`src/rtl/b2b_pkg.sv`:
```
package b2b_pkg;

  localparam logic [63:0] IV [8] = '{
    64'h6a09e667f3bcc908, 64'hbb67ae8584caa73b, 64'h3c6ef372fe94f82b,
    64'ha54ff53a5f1d36f1, 64'h510e527fade682d1, 64'h9b05688c2b3e6c1f,
    64'h1f83d9abfb41bd6b, 64'h5be0cd19137e2179
  };

  localparam logic [63:0] PARAM_WORD = 64'h0000_0000_0101_0008;

  localparam logic [3:0] SIGMA [10][16] = '{
    '{4'd0, 4'd1, 4'd2, 4'd3, 4'd4, 4'd5, 4'd6, 4'd7,
      4'd8, 4'd9, 4'd10, 4'd11, 4'd12, 4'd13, 4'd14, 4'd15},
    '{4'd14, 4'd10, 4'd4, 4'd8, 4'd9, 4'd15, 4'd13, 4'd6,
      4'd1, 4'd12, 4'd0, 4'd2, 4'd11, 4'd7, 4'd5, 4'd3},
    '{4'd11, 4'd8, 4'd12, 4'd0, 4'd5, 4'd2, 4'd15, 4'd13,
      4'd10, 4'd14, 4'd3, 4'd6, 4'd7, 4'd1, 4'd9, 4'd4},
    '{4'd7, 4'd9, 4'd3, 4'd1, 4'd13, 4'd12, 4'd11, 4'd14,
      4'd2, 4'd6, 4'd5, 4'd10, 4'd4, 4'd0, 4'd15, 4'd8},
    '{4'd9, 4'd0, 4'd5, 4'd7, 4'd2, 4'd4, 4'd10, 4'd15,
      4'd14, 4'd1, 4'd11, 4'd12, 4'd6, 4'd8, 4'd3, 4'd13},
    '{4'd2, 4'd12, 4'd6, 4'd10, 4'd0, 4'd11, 4'd8, 4'd3,
      4'd4, 4'd13, 4'd7, 4'd5, 4'd15, 4'd14, 4'd1, 4'd9},
    '{4'd12, 4'd5, 4'd1, 4'd15, 4'd14, 4'd13, 4'd4, 4'd10,
      4'd0, 4'd7, 4'd6, 4'd3, 4'd9, 4'd2, 4'd8, 4'd11},
    '{4'd13, 4'd11, 4'd7, 4'd14, 4'd12, 4'd1, 4'd3, 4'd9,
      4'd5, 4'd0, 4'd15, 4'd4, 4'd8, 4'd6, 4'd2, 4'd10},
    '{4'd6, 4'd15, 4'd14, 4'd9, 4'd11, 4'd3, 4'd0, 4'd8,
      4'd12, 4'd2, 4'd13, 4'd7, 4'd1, 4'd4, 4'd10, 4'd5},
    '{4'd10, 4'd2, 4'd8, 4'd4, 4'd7, 4'd6, 4'd1, 4'd5,
      4'd15, 4'd11, 4'd9, 4'd14, 4'd3, 4'd12, 4'd13, 4'd0}
  };

  // One queued beat from front to back: masked word plus its class.
  typedef struct packed {
    logic [63:0] word;
    logic [3:0]  nbytes;
    logic        last;
  } beat_t;

  localparam int QDEPTH = 4;
  localparam int QAW    = 2;

endpackage

```
`src/rtl/b2b_front.sv`:
```
module b2b_front (
  input  logic           clk,
  input  logic           rst,
  input  logic [63:0]    msg_word,
  input  logic [3:0]     valid_bytes,
  input  logic           last,
  input  logic           valid,
  output logic           stall,
  output b2b_pkg::beat_t q_beat,
  output logic           q_valid,
  input  logic           q_pop
);

  b2b_pkg::beat_t             mem [b2b_pkg::QDEPTH];
  logic [b2b_pkg::QAW-1:0]    wptr;
  logic [b2b_pkg::QAW-1:0]    rptr;
  logic [b2b_pkg::QAW:0]      count;
  logic                       push;
  logic [3:0]                 nb;
  logic [63:0]                mask;
  b2b_pkg::beat_t             in_beat;

  // Classify: non-last counts 8, clamp over-long counts, mask tail bytes.
  always_comb begin
    if (!last) begin
      nb = 4'd8;
    end else if (valid_bytes > 4'd8) begin
      nb = 4'd8;
    end else begin
      nb = valid_bytes;
    end
    for (int i = 0; i < 8; i++) begin
      mask[i*8 +: 8] = (4'(i) < nb) ? 8'hff : 8'h00;
    end
    in_beat.word   = msg_word & mask;
    in_beat.nbytes = nb;
    in_beat.last   = last;
  end

  assign stall   = (count == (b2b_pkg::QAW+1)'(b2b_pkg::QDEPTH));
  assign push    = valid && !stall;
  assign q_valid = (count != '0);
  assign q_beat  = mem[rptr];

  always_ff @(posedge clk) begin
    if (push) begin
      mem[wptr] <= in_beat;
    end
  end

  always_ff @(posedge clk) begin
    if (rst) begin
      wptr  <= '0;
      rptr  <= '0;
      count <= '0;
    end else begin
      if (push) wptr <= wptr + 1'b1;
      if (q_pop) rptr <= rptr + 1'b1;
      count <= count + (b2b_pkg::QAW+1)'(push) - (b2b_pkg::QAW+1)'(q_pop);
    end
  end

endmodule

```
`config.mk`:
```
export PLATFORM = sky130hd
export DESIGN_NAME = b2b_front
export DESIGN_NICKNAME = d
export VERILOG_FILES = /design/src/rtl/b2b_pkg.sv /design/src/rtl/b2b_front.sv
export SDC_FILE = /design/constraint.sdc
export NUM_CORES = 1
export LEC_CHECK = 0
export BUFFER_PORTS_ARGS = -buffer_cell sky130_fd_sc_hd__buf_2
export CAP_MARGIN = 30
export CORE_MARGIN = 1
export CORE_UTILIZATION = 62
export DETAILED_ROUTE_END_ITERATION = 7
export PLACE_DENSITY = 0.85
export SLEW_MARGIN = 5
export SYNTH_ARGS = -nofsm -noshare
export SYNTH_HDL_FRONTEND = slang
export SYNTH_SLANG_ARGS = --single-unit
```
`constraint.sdc`:
```
create_clock -name clk -period 8.04 [get_ports clk]
set_clock_uncertainty 0.2 [all_clocks]
set_input_delay 1.206 -clock clk [delete_from_list [all_inputs] [get_ports clk]]
set_output_delay 1.206 -clock clk [all_outputs]
set_load 0.1 [all_outputs]
```
======== After elaboration in Yosys (flattened, before gate mapping) ========
Memories as Yosys holds them, arrays and structs flattened. A register that Yosys moved wholly into a read port is not among the register bits.
Index checks and enable logic that the tools add are counted.
storage, ports and cells
  register bits ........................... 7
  RAM bits ................................ 276
  output and inout port bits .............. 71
  memories kept ........................... 1
cells by class
  add/sub/neg operators ................... 4
  $lt $le $gt $ge ......................... 9
  equal/unequal tests ..................... 1
  mux-type cells .......................... 14
  bitwise gates (word level) .............. 1
  reductions and logical operators ........ 3
memories
  name  words  width  read ports  clocked after memory_dff  wr ports  line             RTL
  mem   4      69     1           1                         1         b2b_front.sv:14  b2b_pkg::beat_t mem [b2b_pkg::QDEPTH];
operators with widths
  kind                 number
  $and 64x64->64       1
  $mux 8               8
  $lt 3x4->1 const A   4
  $lt 1x4->1 const A   2
  $lt 2x4->1 const A   2
  $mux 4               2
  $add 2x1->2 const B  2
  $gt 4x4->1 const B   1
  $mux 2               2
  $add 3x1->3          1
  $eq 3x3->1 const B   1
  $reduce_bool 3->1    1
  $sub 3x1->3          1
  $mux 1               2
  $logic_and 1x1->1    1
  $logic_not 1->1      1

======== Depth between registers and ports, before layout ========
  depth in word-level cells ............... 6
  mapped depth ............................ 11
  gate-level depth less buffers ........... 11

======== Worst setup path after synthesis ========
No wires, ideal clock.
  kind .................................... reg-to-reg
  start ................................... reg count[1] (netlist name)
  end ..................................... mem mem[0][0] (netlist name) (enable)
  arrival ................................. 4.080 ns
  required time ........................... 7.272 ns
  path slack .............................. 3.192 ns
  cell stages (with the launch flop) ...... 4
  buffers on the path ..................... 0
  clock period less this slack ............ 4.848 ns
  cell sequence ........................... dfxtp_1 nor3b_1 nor2_1 and2_1
between the ends
  longest elaborated chain between the ends .. 5
ends and longest elaborated chain
  item                          line             RTL
  start: declaration            b2b_front.sv:17  logic [b2b_pkg::QAW:0] count;
  start signal: assignment      b2b_front.sv:59  count <= count + (b2b_pkg::QAW+1)'(push) - (b2b_pkg::QAW+1)'(q_pop);
  $eq 3x3->1                    b2b_front.sv:40  assign stall = (count == (b2b_pkg::QAW+1)'(b2b_pkg::QDEPTH));
  net stall                     b2b_front.sv:8   output logic stall,
  $logic_not 1->1               b2b_front.sv:41  assign push = valid && !stall;
  $logic_and 1x1->1             b2b_front.sv:41
  $mux 1                        b2b_front.sv:46  if (push) begin
  $mux 1 (not written as such)  b2b_front.sv:47  mem[wptr] <= in_beat;
  end: declaration              b2b_front.sv:14
The timed path passes the listed nets, and every way through them passes these cells.

==> results.md <==
Power:
- The share of total power in combinational logic is 0.265.
- The switching component of the power is 1.39 mW.
- The clock group share of total power is 0.280.
- The overall power consumption is 4.06 mW.
- The total internal power is 2.66 mW.
- The worst-case IR drop observed on VDD is 0.290 mV.
- The sequential cell fraction of total power is 0.455.
- Of the total power, the share spent switching nets is 0.344.
- The analysis attributes to cell leakage a power of 4.36 nW.
- The ratio of total power to cell area is 319 nW/µm².

Floorplanning:
- The floorplan step set the die height to 135 µm.
- The floorplan step set the die width to 135 µm.
- The standard-cell row count is 48.
- The core outline area is 17200 µm².
- The die covers 18100 µm².
- For this design the top-level I/O count stands at 144.
- For this configuration, the core starts out at a cell density of 0.633.

Finish:
- The number of nets in the final layout is 732.
- The number of antenna diodes in the final layout is 0.
- From synthesis to final layout, the design area changed by 16.8%.
- The number of fill cells is 986.
- Once layout is complete, the utilization of the core stands at 0.739.
- The layout cell share with drive strength beyond 1 is 0.388.

Placement:
- The congestion estimate from routability-driven global placement came to 0.703.
- The wire-length estimate of the detail-placed layout is 12.6 mm.
- The total of buffers placed on input and output ports is 143.
- Prior to clock tree synthesis, the placed netlist has a worst setup slack of 4090 ps.

Routing:
- The number of nets with antenna violations after detailed routing is 0.
- The routed wire length is 20.0 mm.
- The vias after detailed routing is 5219.
- The via count normalized by instance count is 5.82.
- The routed length per instance is 22.3 µm.
- The pre-antenna-repair detailed-routing pass consisted of 4 iterations.
- The DRC violations left is 0.
- The number of violations reported at the end of detailed-routing iteration 0 is 360.

Synth:
- Of the post-synthesis cell area, the dominant cell type holds 0.760.
- Counting instances in the post-synthesis netlist gives the leading cell types as edfxtp_1 (276), mux4_2 (69), and2_1 (56).
- The share of the yosys chip area belonging to registers is 0.777.
- After synthesis, the share of flip-flops with an asynchronous set or reset is 0.
- The most used flip-flop cell after synthesis is edfxtp_1.
- During synthesis, Yosys emitted a total of 0 warnings.
- The count of flip-flops with a built-in enable after synthesis is 276.
- By area the synthesized netlist is led by edfxtp_1 (76%), mux4_2 (14%), and2_1 (3.2%).
- The most instantiated library cell after synthesis is edfxtp_1.
- Synthesis inferred 285 register bits.
- The number of distinct library cells after synthesis is 26.
- The cell area that synthesis handed to floorplanning was 10900 µm².
- The net count after synthesis is 571.
- The biggest area contributor in the post-synthesis netlist is edfxtp_1.
- After synthesis, the mean cell area works out to 22.2 µm².
- The cell count after synthesis came out at 491.

Run status:
- The flow ran to the end, and the final reports show no timing, DRC or antenna violations.

Flow run:
- The count of maximum capacitance violations is 0.

Worst setup path:
- The flop-to-flop setup slack is 5430 ps.
- The slowest cell on the critical path is buf_4.
- Measured in cells, the most critical reg-to-reg path has a length of 11.
- The signal arrival time at the worst endpoint is 2970 ps.
- The critical-path maximum fanout is 40.
- The signal on the critical path passes through buf_4 -> mux4_2 -> buf_2.
- For this run, the slowest stage of the critical path takes 740 ps.
- STA puts the critical path data required time at 6630 ps.
- The worst setup path is captured at a primary output.
- By startpoint and endpoint, the worst setup path is classified as register to primary output.
- The startpoint identified for the worst register-to-register timing path is count[1]$_SDFF_PP0_.
- The sort of element at the start of the critical path is a register.
- The reg-to-reg endpoint is count[2]$_SDFF_PP0_.

Min path:
- The classification of the worst-slack hold path is register to register.
- The startpoint of the most critical hold path is wptr[1]$_SDFFE_PP0P_.
- The path with the worst hold slack has its endpoint at wptr[1]$_SDFFE_PP0P_.
- The hold-critical path depth is 2.

STA:
- The count of endpoints failing hold in the final timing report is 0.
- Setup violations remaining at the end of the flow were counted as 0.
- For the finished layout, the period the worst path requires is 4370 ps.
- Summed over all failing endpoints, the final setup total negative slack is 0 ps.
- The number of max-slew violations in the final report was 0.
- The worst-case setup margin in the final layout is 3670 ps.
- Static timing analysis puts the maximum clock frequency at 229 MHz.
- At the pin with the least slew margin, the transition time is 790 ps.
- The share of the clock period used by the worst path is 0.544.
- Setup repair after global routing left no endpoint under its margin.
- The worst relative slew slack is 0.473.

Global route:
- The via count of the first global-routing pass is 5557.
- In the global route stage, overall resource usage came out at 0.228.
- The residual overflow from global routing is 0.
- The largest net degree at the start of global routing is 50.
- The initial antenna violation count is 1.
- The wire length of the first global-routing pass is 30.6 mm.

Clocking:
- In this run, post-CTS hold repair placed 0 buffers.
- The clock sink count is 285.
- The clock tree root driver cell is clkbuf_16.
- The quantity of gates resized following cts is 0.
- The level count of the clock H-tree is 1.
- Clock-pin slew was measured on the worst setup and hold paths at 60 ps.
- The post-CTS setup-driven buffer insertion count is 0.
- The TritonCTS clock tree is built.
- At the later pin of the worst-skew pair, clock insertion delay measures 510 ps.
- The buffer depth of the longest clock path is 3.
- TritonCTS created 27 clock buffers.
[worst max path at each step]
stage / startpoint / end / depth (start not counted)
6_report: register / q_beat[33] / 3
5_1_grt: register / q_beat[33] / 3
4_1_cts: register / q_beat[33] / 3
3_5_place_dp: register / q_beat[33] / 3
3_3_place_gp: register / q_beat[33] / 3
2_1_floorplan: count[1]$_SDFF_PP0_ / mem[0][0]$_DFFE_PP_ / 3
[logic make-up (layout without fill, tap and decap cells)]
logic type      count (synthesis)  count (layout)  synth area share
flops                         285             285             0.777
simple gates                   98              98            0.0530
mux                            70              70             0.143
buf+inv                        25             206            0.0146
fa+ha+maj                       7               7           0.00872
compound gates                  3               3           0.00138
xor+xnor                        3               3           0.00241
[flip-flops by register name (all words and copies together), names as in the netlist, named ones only]
signal	cells
rptr	2
count	3
wptr	2
mem	276
[critical path: cells and delay by family (launching register included)]
family / cells / cell delay (ps)
mux: 1 / 620
buf+inv: 2 / 1050
flops: 1 / 730
[power groups by stage]
stage                     sequential, mW  combinational (mW)  clock [mW]
after floorplan                     1.85               0.909           0
after global placement              1.87                1.04           0
after detailed placement            1.88                1.08           0
after CTS                           1.85                1.08        1.16
after global routing                1.86                1.11        1.21
final                               1.85                1.07        1.14
[layout by cell type (no fill, tap or decap), types with 2 or more instances in the layout]
master     netlist  layout
edfxtp_1       276     276
buf_16           0       4
clkbuf_1         7      10
or3_1            2       2
clkbuf_16        0      27
clkbuf_8         0       3
nor2_1           7       7
clkinv_2         0       4
ha_1             6       6
xor2_1           2       2
dfxtp_1          9       7
mux4_2          69      69
and2b_1          2       2
buf_4            6       2
and2_4           0       4
dfxtp_4          0       2
nor2b_1         17      17
nand2b_1         2       2
inv_1            7       7
buf_2            2     143
o21ai_0          2       2
nand2_1          8       8
and2_1          56      52
clkinv_1         0       4
[through the flow]
stage / std cells / hold slack (ps) / area (µm²)
after floorplan: 491 / 282 / 10900
after global placement: 843 / 294 / 11800
after detailed placement: 848 / 320 / 11900
after CTS: 897 / 330 / 12700
after global routing: 897 / 356 / 12700
final: 897 / 327 / 12700
[final cells by class]
cell class / instances / area [µm²] / area share
Clock buffer: 40 / 754 / 0.0592
Clock inverter: 9 / 43.8 / 0.00344
Inverter: 7 / 26.3 / 0.00206
Multi-Input combinational cell: 181 / 2290 / 0.180
Sequential cell: 285 / 8480 / 0.665
Tap cell: 225 / 282 / 0.0221
Timing Repair Buffer: 150 / 861 / 0.0676
[routing by layer]
layer	vias up	routed length [µm]	track usage
li1	2308	-	-
met1	2702	7930	0.305
met2	186	10500	0.395
met3	21	1380	0.0439
met4	2	210	0.0518
met5	-	11	0
Power figures use the tool's default switching activity.
